--- config.mk ---
export PLATFORM = sky130hd
export DESIGN_NAME = lphs_ram
export DESIGN_NICKNAME = d
export VERILOG_FILES = /design/src/lphs_ram.sv
export SDC_FILE = /design/constraint.sdc
export NUM_CORES = 1
export LEC_CHECK = 0
export ABC_CLOCK_PERIOD_IN_PS = 1600
export BUFFER_PORTS_ARGS = -buffer_cell sky130_fd_sc_hd__buf_2
export CAP_MARGIN = 20
export CORE_MARGIN = 4
export CORE_UTILIZATION = 54
export DETAILED_ROUTE_END_ITERATION = 12
export GPL_ROUTABILITY_DRIVEN = 0
export PLACE_DENSITY = 0.77
export SKIP_CTS_REPAIR_TIMING = 1
export SLEW_MARGIN = 20
export SYNTH_ARGS = -nofsm -noshare
export SYNTH_HDL_FRONTEND = slang
export SYNTH_SLANG_ARGS = --single-unit
--- constraint.sdc ---
create_clock -name clock -period 1.6 [get_ports clock]
set_input_delay 0.24 -clock clock [delete_from_list [all_inputs] [get_ports clock]]
set_output_delay 0.24 -clock clock [all_outputs]
set_load 0.02 [all_outputs]
--- src/lphs_ram.sv ---
// Generic simple dual-port RAM: one write port, one read port, registered read.
// Depends on nothing.
module lphs_ram #(
   parameter int WIDTH = 8,
   parameter int DEPTH = 16
) (
   input  logic                     clock,
   input  logic                     wr_en,
   input  logic [$clog2(DEPTH)-1:0] wr_addr,
   input  logic [WIDTH-1:0]         wr_data,
   input  logic [$clog2(DEPTH)-1:0] rd_addr,
   output logic [WIDTH-1:0]         rd_data
);

   logic [WIDTH-1:0] mem [DEPTH];
   logic [WIDTH-1:0] rd_data_ff;

   always_ff @(posedge clock) begin
      if (wr_en) begin
         mem[wr_addr] <= wr_data;
      end
      rd_data_ff <= mem[rd_addr];
   end

   assign rd_data = rd_data_ff;

endmodule

==> impl_metrics.ini <==
[timing]
final.setup_skew_ns = 0.00472
rsz0062_at_grt = no
final-max-slew-violation-count = 0
setup_viol = 0
min_period_ns = 1.40
worstMarginPinSlew_ns = 0.827
fmax_mhz = 715
totalNegativeSetupSlack_ns = 0
period_share_pct = 87.4
final-hold-violation-count = 0
relSlewSlack_pct = 44.7

[floorplan]
die_width_um = 106
pin_count = 26
fp-row-count = 35
coreArea_um2 = 9240
initial_core_util_pct = 55.7
die-area_um2 = 11200
die_y_um = 106

[detailed_routing]
first_pass_iters = 4
drt_wl_total_um = 10300
drt.antenna.violating_nets = 0
drt_iter0_drc = 257
vias = 2512
routedWlPerCell_um = 23.9
viasPerCell = 5.86
route.detailed.drc = 0

[cts]
cts_htree_levels = 4
cts_buffers = 17
cts_num_sinks = 136
clockBufferDepth = 2
clk_latency_ns = 0.51
cts_tree = done
cts_root_buf = clkbuf_8
clk_transition_reported_paths_ns = 0.06

[worst_setup_path]
crit_arrival_ns = 1.78
critPathLaunchType = flip-flop
rr_startpoint = mem[9][4]
required_ns = 1.99
setup.worst_path.end_class = flip-flop
startpoint = mem[9][4]
critical_path_class = flip-flop to flip-flop
path_max_fanout = 1

[placement]
dp.final_hpwl_um = 6080
portBuffers = 25

[pwr]
finalPower_mw = 8.33
p_leak_nw = 2.12
ir_drop_mv = 0.703
p_per_area_nw_per_um2 = 1350

[layout]
syn2layout_area_growth_pct = 19.9
final_common_cell = edfxtp_1
drive_gt1_share_pct = 32.3
n_antenna_cell = 0
nNetsFinal = 305
final_cell_mix = 128 x edfxtp_1, 25 x buf_2, 21 x buf_4

[global_routing]
gr-usage-all-layers_pct = 20.1
grt_pass1_wl_um = 15800
grt_overflow = 0
grt_max_degree = 33
grt_pass1_vias = 2639
antenna_found_initial = 0

[synthesis]
synth_xor_area_share_pct = 0
seq_area_frac_synth_pct = 77.8
synthesis.nets = 247
syn_inst = 229
ys_seq_elements = 136
synth_top_family_by_area = multiplexers
synth_area_um2 = 5150
synth_fa_ha_area_share_pct = 0
ys.flop_type = edfxtp_1
synth_compound_area_share_pct = 2.33
synth_simple_gate_area_share_pct = 3.18
ys_warn_count = 0
syn_avg_cell_area_um2 = 22.5
synth_edf_count = 128
ys_types = 19
synth-async-reset-ratio_pct = 0
synth_mux_area_share_pct = 15.0

[hold_path]
hold_path.class = primary input to flip-flop
min_from = wr_data[0]

[flow_run]
maxCapViolations = 0

[outcome]
status = finished clean
[worst paths after layout]
kind | end | slack (ns) | depth (start not counted)
worst max-delay path | rd_data[4] | 0.20 | 3
worst min-delay path | mem[14][0] | 0.11 | 1
worst max register to register | rd_data[4] | 0.20 | 3
worst min register to register | rd_data[6] | 0.68 | 3
[registers in the layout (all words and copies together) (netlist names)]
register,cells
rd_data,8
mem,128
[logic make-up (layout without fill, tap and decap cells)]
kind of cell / count (synthesis) / count (layout)
buffers and inverters: 10 / 81
muxes: 32 / 32
AOI/OAI and AO/OA: 16 / 16
and+or+nand+nor: 35 / 35
DFF: 136 / 136
[area by class of cell]
type / instances / area, µm²
sequential: 136 / 4000
fill: 567 / 3070
multi-input combinational: 83 / 1060
clock buffer: 19 / 422
timing repair buffer: 49 / 343
clock inverter: 13 / 179
tap: 129 / 161
[synthesized netlist by cell type (all sizes together), types with 2 or more instances]
master | number | area (µm²)
dfxtp | 8 | 160
edfxtp | 128 | 3840
buf | 7 | 56.3
nand3b | 2 | 15.0
clkdlybuf4s25 | 3 | 30.0
nand2b | 2 | 12.5
nor2 | 13 | 48.8
nand2 | 9 | 33.8
nor3 | 4 | 20.0
mux4 | 32 | 773
a22oi | 16 | 120
[layer usage]
metal | part of all wire [%] | track usage [%] | up-vias
li1 | - | - | 1091
met3 | 6.4 | 4.90 | 9
met4 | 0.93 | 6.94 | 0
met1 | 40 | 26.5 | 1295
met2 | 52 | 33.0 | 117
met5 | 0 | 0 | -
[report_power, final]
group	internal [mW]	total (mW)	leakage, nW	switching [mW]
combinational	0.167	0.402	0.613	0.236
sequential	3.98	4.01	1.22	0.0244
clock	2.52	3.92	0.287	1.41
total	6.67	8.33	2.12	1.67
[metrics by stage]
stage,instances,setup WS (ns),hold slack (ns),util [%],area [µm²]
after floorplan,229,0.0939,0.339,-,5150
after global placement,397,-0.0317,0.612,60.3,5570
after detailed placement,397,-0.0455,0.634,60.3,5570
after CTS,429,0.192,0.0862,66.8,6170
after global routing,429,0.140,0.104,66.8,6170
final,429,0.202,0.114,66.8,6170
[worst max-delay path, stage by stage (launching register included)]
cell and delay [ns]:
edfxtp_1 0.39, mux4_1 0.53, a22oi_1 0.23, nand2_1 0.12
Power figures use the tool's default switching activity.
