**config.mk**
```make
export PLATFORM = sky130hd
export DESIGN_NAME = lphs_rem
export DESIGN_NICKNAME = d
export VERILOG_FILES = /design/src/lphs_pkg.sv /design/src/lphs_rem.sv
export SDC_FILE = /design/constraint.sdc
export NUM_CORES = 1
export LEC_CHECK = 0
export BUFFER_PORTS_ARGS = -buffer_cell sky130_fd_sc_hd__buf_4
export CORE_UTILIZATION = 55
export CTS_BUF_LIST = sky130_fd_sc_hd__clkbuf_2 sky130_fd_sc_hd__clkbuf_4 sky130_fd_sc_hd__clkbuf_8
export DETAILED_ROUTE_END_ITERATION = 6
export PLACE_DENSITY = 0.91
export SYNTH_ARGS = -nofsm -noshare
export SYNTH_HDL_FRONTEND = slang
export SYNTH_SLANG_ARGS = --single-unit
```
**constraint.sdc**
```tcl
create_clock -name clock -period 3.5 [get_ports clock]
set_clock_uncertainty 0.15 [all_clocks]
set_input_delay 0.175 -clock clock [delete_from_list [all_inputs] [get_ports clock]]
set_output_delay 0.175 -clock clock [all_outputs]
set_load 0.05 [all_outputs]
```
**src/lphs_pkg.sv**
```systemverilog
// Package of the linear probe hash set: widths, codes and beat types.
// Used by the top level, lphs_rem and lphs_checker; depends on nothing.
package lphs_pkg;

   localparam int KEY_W     = 31;
   localparam int CMD_W     = 2;
   localparam int STATUS_W  = 2;
   localparam int SLOT_W    = 10;
   localparam int OCC_W     = 11;
   localparam int CSR_W     = 11;
   localparam int TAG_W     = 2;
   localparam int DEPTH_DEF = 1024;

   localparam logic [CSR_W-1:0] CSR_RESET = 11'd1024;

   // Commands.
   localparam logic [CMD_W-1:0] CMD_INSERT = 2'd0;
   localparam logic [CMD_W-1:0] CMD_REMOVE = 2'd1;
   localparam logic [CMD_W-1:0] CMD_SEARCH = 2'd2;

   // Result status codes.
   localparam logic [STATUS_W-1:0] ST_OK      = 2'd0;
   localparam logic [STATUS_W-1:0] ST_PRESENT = 2'd1;
   localparam logic [STATUS_W-1:0] ST_MISSING = 2'd2;
   localparam logic [STATUS_W-1:0] ST_FULL    = 2'd3;

   // Slot tags.
   localparam logic [TAG_W-1:0] TAG_EMPTY = 2'd0;
   localparam logic [TAG_W-1:0] TAG_LIVE  = 2'd1;
   localparam logic [TAG_W-1:0] TAG_TOMB  = 2'd2;

   typedef struct packed {
      logic [CMD_W-1:0] cmd;
      logic [KEY_W-1:0] key;
   } req_type;

   typedef struct packed {
      logic [STATUS_W-1:0] status;
      logic [SLOT_W-1:0]   slot;
      logic [OCC_W-1:0]    occupied;
   } rsp_type;

   typedef struct packed {
      logic [TAG_W-1:0] tag;
      logic [KEY_W-1:0] key;
   } entry_type;

endpackage

```
**src/lphs_rem.sv**
```systemverilog
// Bit-serial remainder unit: key modulo a run-time divisor, one bit per cycle.
// Depends on lphs_pkg for the key width.
module lphs_rem #(
   parameter int DIV_W = 11
) (
   input  logic                     clock,
   input  logic                     reset,
   input  logic                     start,
   input  logic [lphs_pkg::KEY_W-1:0] dividend,
   input  logic [DIV_W-1:0]         divisor,
   output logic                     done,
   output logic [DIV_W-1:0]         remainder
);

   localparam int KW    = lphs_pkg::KEY_W;
   localparam int CNT_W = $clog2(KW);

   logic             busy_ff, busy_in;
   logic             done_ff, done_in;
   logic [CNT_W-1:0] cnt_ff, cnt_in;
   logic [KW-1:0]    num_ff, num_in;
   logic [DIV_W-1:0] div_ff, div_in;
   logic [DIV_W-1:0] rem_ff, rem_in;
   logic [DIV_W:0]   trial;
   logic [DIV_W:0]   diff;

   assign trial = {rem_ff, num_ff[KW-1]};
   assign diff  = trial - {1'b0, div_ff};

   always_comb begin
      busy_in = busy_ff;
      done_in = 1'b0;
      cnt_in  = cnt_ff;
      num_in  = num_ff;
      div_in  = div_ff;
      rem_in  = rem_ff;
      if (start) begin
         busy_in = 1'b1;
         cnt_in  = CNT_W'(KW - 1);
         num_in  = dividend;
         div_in  = divisor;
         rem_in  = '0;
      end else if (busy_ff) begin
         // The partial remainder stays below the divisor, so it fits DIV_W bits.
         if (trial >= {1'b0, div_ff}) begin
            rem_in = diff[DIV_W-1:0];
         end else begin
            rem_in = trial[DIV_W-1:0];
         end
         num_in = {num_ff[KW-2:0], 1'b0};
         cnt_in = cnt_ff - 1'b1;
         if (cnt_ff == '0) begin
            busy_in = 1'b0;
            done_in = 1'b1;
         end
      end
   end

   always_ff @(posedge clock) begin
      if (reset) begin
         busy_ff <= 1'b0;
         done_ff <= 1'b0;
      end else begin
         busy_ff <= busy_in;
         done_ff <= done_in;
      end
      cnt_ff <= cnt_in;
      num_ff <= num_in;
      div_ff <= div_in;
      rem_ff <= rem_in;
   end

   assign done      = done_ff;
   assign remainder = rem_ff;

endmodule

```
==> flow_summary.json, run 1 <==
{
  "status": "finished, final reports clean",
  "cp_max_fo": 12,
  "worstSetupStartpointType": "flip-flop",
  "worst_pin_slew_ps": 685,
  "rows": 26,
  "antennaDiodeCount": 0,
  "postLayoutCoreUtil_pct": 79.5,
  "portBuffers": 56,
  "post-route-min-period_ps": 2870,
  "layout_commonest_cell": "buf_4",
  "required_ps": 3590,
  "r2r-end": "remainder[4]",
  "drive_gt1_share_pct": 30.9,
  "vias": 2411,
  "wirelength_um": 7320,
  "r2r_slack_ps": 630,
  "drc": 0,
  "gr-usage-all-layers_pct": 27.2,
  "finalCritPeriodShare_pct": 81.9,
  "maxSlewViolCount": 0,
  "relSlewSlack_pct": 54.3,
  "grt_max_degree": 32,
  "p_seq_share_pct": 44.8,
  "seq_area_um2": 1620,
  "total_leakage_power_nw": 1.72,
  "ir_worst_vdd_mv": 0.388,
  "drtAntennaViolNets": 0,
  "synthCells": 253,
  "place.gp.congestion": 0.860,
  "die_height_um": 76.2,
  "syn_nets": 312,
  "final_nets": 414,
  "fillCellCount": 314,
  "clkPwrFrac_pct": 34.9,
  "async_reset_ff_share_pct": 0,
  "pin_count": 57,
  "holdPathEnd": "num_ff[6]",
  "numCtsBuffers": 9,
  "worst_ep_arrival_time_ps": 2960,
  "netlist_area_um2": 3030,
  "synth_edf_count": 42,
  "fmax_mhz": 349,
  "hold_depth": 2,
  "initial_core_util_pct": 58.2,
  "grt_pass1_vias": 2470,
  "finalSetupTns_ps": 0,
  "dr.pass1.iters": 5,
  "final_cell_mix": "59 x buf_4, 42 x edfxtp_1, 42 x dlygate4sd3_1",
  "sw_frac_of_total_pct": 26.6,
  "wl_per_cell_um": 17.1,
  "min_path_type": "in2reg",
  "min-delay-start": "dividend[6]",
  "ff2ff_path_depth": 9,
  "power.internal_mw": 1.42,
  "path_clk_slew_ps": 80,
  "dpl.hpwl_um": 4430,
  "crit-reg2reg-launch": "num_ff[30]",
  "grt_pass1_wl_um": 12100,
  "clock-sinks": 60,
  "dieArea_um2": 5810,
  "ys_seq_area_share_pct": 53.5,
  "ys_ff_latch": 60,
  "end_kind": "flip-flop",
  "p_per_area_nw_per_um2": 469,
  "p_switching_mw": 0.517,
  "avgViaCountPerCell": 5.62,
  "synthDistinctLibCells": 50,
  "cts_tree": "done",
  "grt-ovfl-total": 0,
  "fp.dieW_um": 76.2,
  "cts-root-buf": "clkbuf_8",
  "multi_input_area_um2": 1280,
  "slowest_stage": "a211o_2",
  "critPathBufInv": 1,
  "crit_chain": "inv_1 -> ha_1 -> fa_1 -> and2b_1 -> o22a_2 -> o211a_1 -> o2111ai_2 -> a211o_2 -> a311oi_1",
  "clockBufferDepth": 2,
  "hold_violations": 0,
  "synth-main-ff-cell": "edfxtp_1",
  "worst_skew_pair.late_latency_ps": 340,
  "area_growth_pct": 36.5,
  "crit_type": "reg2reg",
  "ys.warnings.count": 0,
  "combPwrFrac_pct": 20.3,
  "fp.coreArea_um2": 5200,
  "antenna_found_initial": 0,
  "setup_viol": 0,
  "drv_cap": 0,
  "crit_family": "compound AO/OA/AOI/OAI gates",
  "rsz0062_at_grt": "false",
  "h-tree-depth": 3,
  "slowest_delay_ps": 420,
  "drtIter0Drc": 226,
  "postCtsSetupBuffers": 0,
  "syn_avg_cell_area_um2": 12.0
}
[metal layers]
metal	up-vias	GRT usage [%]	share of wire, %
met1	1145	31.4	39
met5	-	0	0
met4	0	15.0	2.6
li1	1147	-	-
met3	19	5.27	5.8
met2	100	47.2	52
[synth_stat cells (2+ instances only)]
library cell   n  share of area, %
nand2_1       10               1.2
buf_6          2              0.74
nor2b_1        2              0.41
o22ai_1        2              0.41
a31oi_1        3              0.62
mux2_2        31                12
nand4_1        4              0.83
nand2b_1       6               1.2
o211ai_1       3              0.74
ha_1          13               5.4
o31ai_1        2              0.50
and2_1         2              0.41
clkbuf_1       5              0.62
xnor2_1        5               1.4
a311oi_1       4               1.2
buf_1          3              0.37
a21oi_1        6              0.99
dfxtp_1       18                12
xor2_1         4               1.2
o2111ai_1      2              0.58
o21ai_0        7               1.2
nand3_1        6              0.99
a211oi_1       2              0.50
edfxtp_1      42                42
o311ai_0       3              0.87
and3_1         2              0.41
nor3_1         5              0.83
nor4_1         3              0.62
nor2_1        16               2.0
inv_1         20               2.5
[flip-flops by register name (all words and copies together) (netlist names)]
register / count
num_ff: 31
div_ff: 11
remainder: 11
cnt_ff: 5
busy_ff: 1
done: 1
[final cells by class]
type / count / share of cell area (%)
sequential: 60 / 39.2
multi-input combinational: 163 / 31.0
timing repair buffer: 101 / 20.9
clock buffer: 10 / 3.17
tap: 70 / 2.12
clock inverter: 5 / 1.87
inverter: 20 / 1.81
[metrics by stage]
step	cell area [µm²]	setup WS, ps	hold slack [ps]	instances	power (mW)
2_1_floorplan	3030	766	97.4	253	1.11
4_1_cts	4140	660	7.34	429	1.93
5_1_grt	4140	452	14.0	429	2.01
6_report	4140	635	26.3	429	1.94
3_5_place_dp	3510	698	199	372	1.23
3_3_place_gp	3510	793	195	372	1.21
[worst reg2reg max path: stages (launching register included)]
cell	delay, ps
edfxtp_1	350
inv_1	50
ha_1	230
fa_1	390
and2b_1	250
o22a_2	180
o211a_1	200
o2111ai_2	300
a211o_2	420
a311oi_1	250
[worst max path at each step]
| stage | start | to | slack, ps | depth (start not counted) |
|---|---|---|---|---|
| 6_report | num_ff[30] | remainder[4] | 630 | 9 |
| 5_1_grt | num_ff[30] | remainder[4] | 450 | 9 |
| 4_1_cts | num_ff[30] | remainder[4] | 660 | 9 |
| 3_5_place_dp | num_ff[30] | remainder[4] | 700 | 9 |
| 3_3_place_gp | num_ff[30] | remainder[4] | 790 | 9 |
| 2_1_floorplan | remainder[0] | remainder[4] | 770 | 8 |
[power groups by stage]
stage	registers (mW)	logic [mW]	clock network [mW]
after global routing	0.876	0.425	0.710
after global placement	0.880	0.330	0
final	0.870	0.393	0.677
after floorplan	0.904	0.208	0
after CTS	0.868	0.385	0.680
after detailed placement	0.882	0.345	0
[cell families (layout without fill, tap and decap cells)]
| family | after synthesis | count (layout) | synth area share (%) |
|---|---|---|---|
| AOI/OAI and AO/OA | 46 | 46 | 11.3 |
| xor gates and xnor gates | 9 | 9 | 2.60 |
| adders and majority gates | 14 | 14 | 6.03 |
| buffers and inverters | 30 | 136 | 4.21 |
| DFF | 60 | 60 | 53.5 |
| muxes | 32 | 32 | 11.8 |
| and+or+nand+nor | 62 | 62 | 10.5 |
[what timing repair did]
item / in CTS / in global routing
hold buffers: 42 / 0
setup endpoints to repair: 0 / 0
endpoints found under the hold margin: 43 / 0
resized for setup: 0 / 0
(Power assumes the default switching activity.)
==> inputs of run 2 (changes only) <==
==> constraint.sdc (replaced) <==
create_clock -name clock -period 2.8 [get_ports clock]
set_clock_uncertainty 0.15 [all_clocks]
set_input_delay 0.14 -clock clock [delete_from_list [all_inputs] [get_ports clock]]
set_output_delay 0.14 -clock clock [all_outputs]
set_load 0.05 [all_outputs]
==> flow_summary.json, run 2 (synthesis gave the netlist of run 1 again) <==
{
  "worstSetupStartpointType": "flip-flop",
  "portBuffers": 56,
  "die_height_um": 76.2,
  "top_register": "num_ff",
  "hold_violations": 0,
  "crit_family": "compound AO/OA/AOI/OAI gates",
  "path_clk_slew_ps": 70,
  "worst_ep_arrival_time_ps": 2720,
  "combPwrFrac_pct": 21.2,
  "wirelength_um": 7900,
  "clockBufferDepth": 2,
  "place_area_um2": 3520,
  "gr-usage-all-layers_pct": 28.8,
  "end_kind": "flip-flop",
  "required_ps": 2890,
  "dpl.hpwl_um": 4330,
  "antenna_found_initial": 0,
  "finalCritPeriodShare_pct": 93.7,
  "postCtsSetupBuffers": 0,
  "p_per_area_nw_per_um2": 573,
  "grt_pass1_vias": 2495,
  "drv_cap": 0,
  "pin_count": 57,
  "slowest_delay_ps": 390,
  "post-route-min-period_ps": 2620,
  "area_growth_pct": 36.8,
  "min_path_type": "in2reg",
  "finalSetupTns_ps": 0,
  "dp_cells": 374,
  "rsz0062_at_grt": "false",
  "clkPwrFrac_pct": 33.1,
  "ir_worst_vdd_mv": 0.445,
  "final_nets": 417,
  "drtIter0Drc": 215,
  "sw_frac_of_total_pct": 28.3,
  "h-tree-depth": 3,
  "worst_pin_slew_ps": 446,
  "grt-ovfl-total": 0,
  "final_cell_mix": "61 x buf_4, 43 x dlygate4sd3_1, 42 x edfxtp_1",
  "antennaDiodeCount": 0,
  "grt_pass1_wl_um": 12500,
  "dieArea_um2": 5810,
  "setup_viol": 0,
  "power_mw": 2.38,
  "power.internal_mw": 1.71,
  "total_leakage_power_nw": 1.72,
  "final_area_um2": 4150,
  "status": "finished, final reports clean",
  "fmax_mhz": 381,
  "rows": 26,
  "drc": 0,
  "relSlewSlack_pct": 70.0,
  "crit_chain": "inv_1 -> ha_1 -> fa_1 -> and2b_1 -> o22a_2 -> o211a_1 -> o2111ai_2 -> buf_4 -> nand3_1 -> a311oi_1",
  "p_switching_mw": 0.673,
  "critPathBufInv": 2,
  "wl_per_cell_um": 18.2,
  "avgViaCountPerCell": 5.87,
  "p_seq_share_pct": 45.7,
  "layout_commonest_cell": "buf_4",
  "place_ws_ps": 217,
  "vias": 2542,
  "grt_max_degree": 36,
  "cts_tree": "done",
  "worst_hold_slack_ps": 72.7,
  "drive_gt1_share_pct": 31.4,
  "initial_core_util_pct": 58.2,
  "r2r_slack_ps": 180,
  "crit_type": "reg2reg",
  "cts-root-buf": "clkbuf_8",
  "drtAntennaViolNets": 0,
  "clock-sinks": 60,
  "dr.pass1.iters": 6,
  "fp.dieW_um": 76.2,
  "maxSlewViolCount": 0,
  "slowest_stage": "edfxtp_1",
  "worst_skew_pair.late_latency_ps": 350,
  "fin_cells": 433,
  "cp_max_fo": 11,
  "numCtsBuffers": 9,
  "place.gp.congestion": 0.864,
  "postLayoutCoreUtil_pct": 79.7,
  "fp.coreArea_um2": 5200,
  "fin_ws_ps": 177,
  "largest_reg_flops": 31
}
-- run 2: worst paths after layout --
path	start	end	cells past startpoint
hold reg to reg	cnt_ff[4]	cnt_ff[4]	2
setup reg to reg	num_ff[30]	remainder[3]	10
hold / removal	start	cnt_ff[0]	2
setup / recovery	num_ff[30]	remainder[3]	10
-- run 2: area by class of cell --
type	instances	area [µm²]
clock buffer	11	139
clock inverter	5	52.6
fill	300	1060
inverter	20	75.1
multi-input combinational	163	1280
sequential	60	1620
tap	70	87.6
timing repair buffer	104	888
-- run 2: worst reg2reg max path, cell delays in order, from the launching register on --
cell and delay [ps]:
edfxtp_1 390, inv_1 70, ha_1 190, fa_1 200, and2b_1 210, o22a_2 230, o211a_1 260, o2111ai_2 190
buf_4 220, nand3_1 100, a311oi_1 310
-- run 2: power by group through the flow --
| stage | combinational [mW] | clock [mW] | sequential [mW] |
|---|---|---|---|
| after CTS | 0.483 | 0.773 | 1.08 |
| after floorplan | 0.260 | 0 | 1.13 |
| after global placement | 0.417 | 0 | 1.10 |
| final | 0.505 | 0.787 | 1.09 |
| after global routing | 0.537 | 0.833 | 1.09 |
| after detailed placement | 0.431 | 0 | 1.10 |
-- run 2: per-layer routing --
| layer | wire [µm] | global-route usage (%) | up-vias |
|---|---|---|---|
| met5 | 0 | 0 | - |
| met4 | 266 | 16.2 | 0 |
| met3 | 541 | 5.87 | 21 |
| met2 | 4080 | 49.6 | 145 |
| met1 | 3020 | 33.4 | 1217 |
| li1 | - | - | 1159 |
-- run 2: timing repair --
item,4_1_cts,5_1_grt
setup endpoints to repair,0,1
resized for setup,0,1
endpoints found under the hold margin,44,0
hold buffers,43,0
==> inputs of run 3 (changes only) <==
--- a/config.mk
+++ b/config.mk
@@ -5,7 +5,7 @@
 export SDC_FILE = /design/constraint.sdc
 export NUM_CORES = 1
 export LEC_CHECK = 0
-export BUFFER_PORTS_ARGS = -buffer_cell sky130_fd_sc_hd__buf_4
+export BUFFER_PORTS_ARGS = -buffer_cell sky130_fd_sc_hd__buf_2
 export CORE_UTILIZATION = 55
 export CTS_BUF_LIST = sky130_fd_sc_hd__clkbuf_2 sky130_fd_sc_hd__clkbuf_4 sky130_fd_sc_hd__clkbuf_8
 export DETAILED_ROUTE_END_ITERATION = 6
==> flow_summary.json, run 3 (synthesis gave the netlist of run 1 again) <==
{
  "rsz0062_at_grt": "false",
  "final_area_um2": 4080,
  "min-delay-start": "start",
  "final_cell_mix": "56 x buf_2, 43 x dlygate4sd3_1, 42 x edfxtp_1",
  "dieArea_um2": 5810,
  "crit_cells": 10,
  "die_height_um": 76.2,
  "drtAntennaViolNets": 0,
  "drtIter0Drc": 212,
  "final_nets": 418,
  "path_clk_slew_ps": 70,
  "end_kind": "flip-flop",
  "pin_count": 57,
  "top_register": "num_ff",
  "place_ws_ps": 242,
  "grt_pass1_vias": 2547,
  "min_path_type": "in2reg",
  "finalCritPeriodShare_pct": 94.4,
  "worst_ep_arrival_time_ps": 2720,
  "gr-usage-all-layers_pct": 27.2,
  "antenna_found_initial": 0,
  "initial_core_util_pct": 58.2,
  "r2r_slack_ps": 160,
  "crit_start": "num_ff[30]",
  "avgViaCountPerCell": 5.62,
  "fin_ws_ps": 155,
  "slowest_stage": "edfxtp_1",
  "worst_skew_pair.late_latency_ps": 350,
  "place.gp.congestion": 0.834,
  "fp.dieW_um": 76.2,
  "total_leakage_power_nw": 1.71,
  "crit_type": "reg2reg",
  "fp.coreArea_um2": 5200,
  "area_growth_pct": 34.4,
  "wl_per_cell_um": 16.8,
  "slowest_delay_ps": 390,
  "grt-ovfl-total": 0,
  "critPathBufInv": 2,
  "layout_commonest_cell": "buf_2",
  "hold_depth": 2,
  "rows": 26,
  "crit_family": "compound AO/OA/AOI/OAI gates",
  "ir_worst_vdd_mv": 0.579,
  "portBuffers": 56,
  "antennaDiodeCount": 0,
  "largest_reg_flops": 31,
  "maxSlewViolCount": 0,
  "wirelength_um": 7310,
  "drv_cap": 0,
  "h-tree-depth": 3,
  "post-route-min-period_ps": 2640,
  "clockBufferDepth": 2,
  "status": "finished, final reports clean",
  "drive_gt1_share_pct": 32.1,
  "relSlewSlack_pct": 65.0,
  "worst_pin_slew_ps": 519,
  "numCtsBuffers": 9,
  "fmax_mhz": 378,
  "worstSetupStartpointType": "flip-flop",
  "vias": 2441,
  "finalSetupTns_ps": 0,
  "cts-root-buf": "clkbuf_8",
  "ff2ff_path_depth": 10,
  "crit-reg2reg-launch": "num_ff[30]",
  "dpl.hpwl_um": 4130,
  "clock-sinks": 60,
  "required_ps": 2880,
  "setup_viol": 0,
  "grt_pass1_wl_um": 12000,
  "crit_chain": "inv_1 -> ha_1 -> fa_1 -> and2b_1 -> o22a_2 -> o211a_1 -> o2111ai_2 -> buf_4 -> nand3_1 -> a311oi_1",
  "p_per_area_nw_per_um2": 622,
  "grt_max_degree": 32,
  "hold_violations": 0,
  "cp_max_fo": 11,
  "dr.pass1.iters": 4,
  "drc": 0,
  "place_area_um2": 3390,
  "cts_tree": "done"
}
[run 3: power by group]
group	total, mW	switching, mW	internal [mW]
registers	1.08	0.0421	1.04
clock network	0.976	0.353	0.623
logic	0.476	0.262	0.214
total	2.54	0.657	1.88
[run 3: area by class of cell]
| type | count | area (µm²) |
|---|---|---|
| fill | 323 | 1130 |
| sequential | 60 | 1620 |
| timing repair buffer | 105 | 756 |
| clock inverter | 5 | 100 |
| clock buffer | 11 | 145 |
| tap | 70 | 87.6 |
| inverter | 20 | 75.1 |
| multi-input combinational | 163 | 1290 |
[run 3: layer usage]
layer	vias up	share of wire [%]	GRT usage [%]
li1	1157	-	-
met2	110	51	46.8
met5	-	0	0
met3	24	6.5	7.43
met4	0	3.5	15.4
met1	1150	39	30.3
[run 3: metrics by stage]
| step | utilization (%) | hold WS (ps) | cells | total power [mW] |
|---|---|---|---|---|
| after floorplan | - | 62.4 | 253 | 1.39 |
| after global placement | 65.2 | 164 | 375 | 1.49 |
| after detailed placement | 65.2 | 169 | 375 | 1.51 |
| after CTS | 78.1 | 67.5 | 434 | 2.51 |
| after global routing | 78.3 | 99.8 | 434 | 2.64 |
| final | 78.3 | 95.4 | 434 | 2.54 |
[run 3: final timing paths]
check                                    end
worst max register to register  remainder[8]
worst min-delay path               cnt_ff[0]
worst max-delay path            remainder[8]
worst min register to register     cnt_ff[4]
[run 3: repair_timing]
action,4_1_cts,5_1_grt
buffers inserted,0,0
hold endpoints to repair,44,0
endpoints found under the setup margin,0,3
hold buffers,43,0
resized for setup,0,2
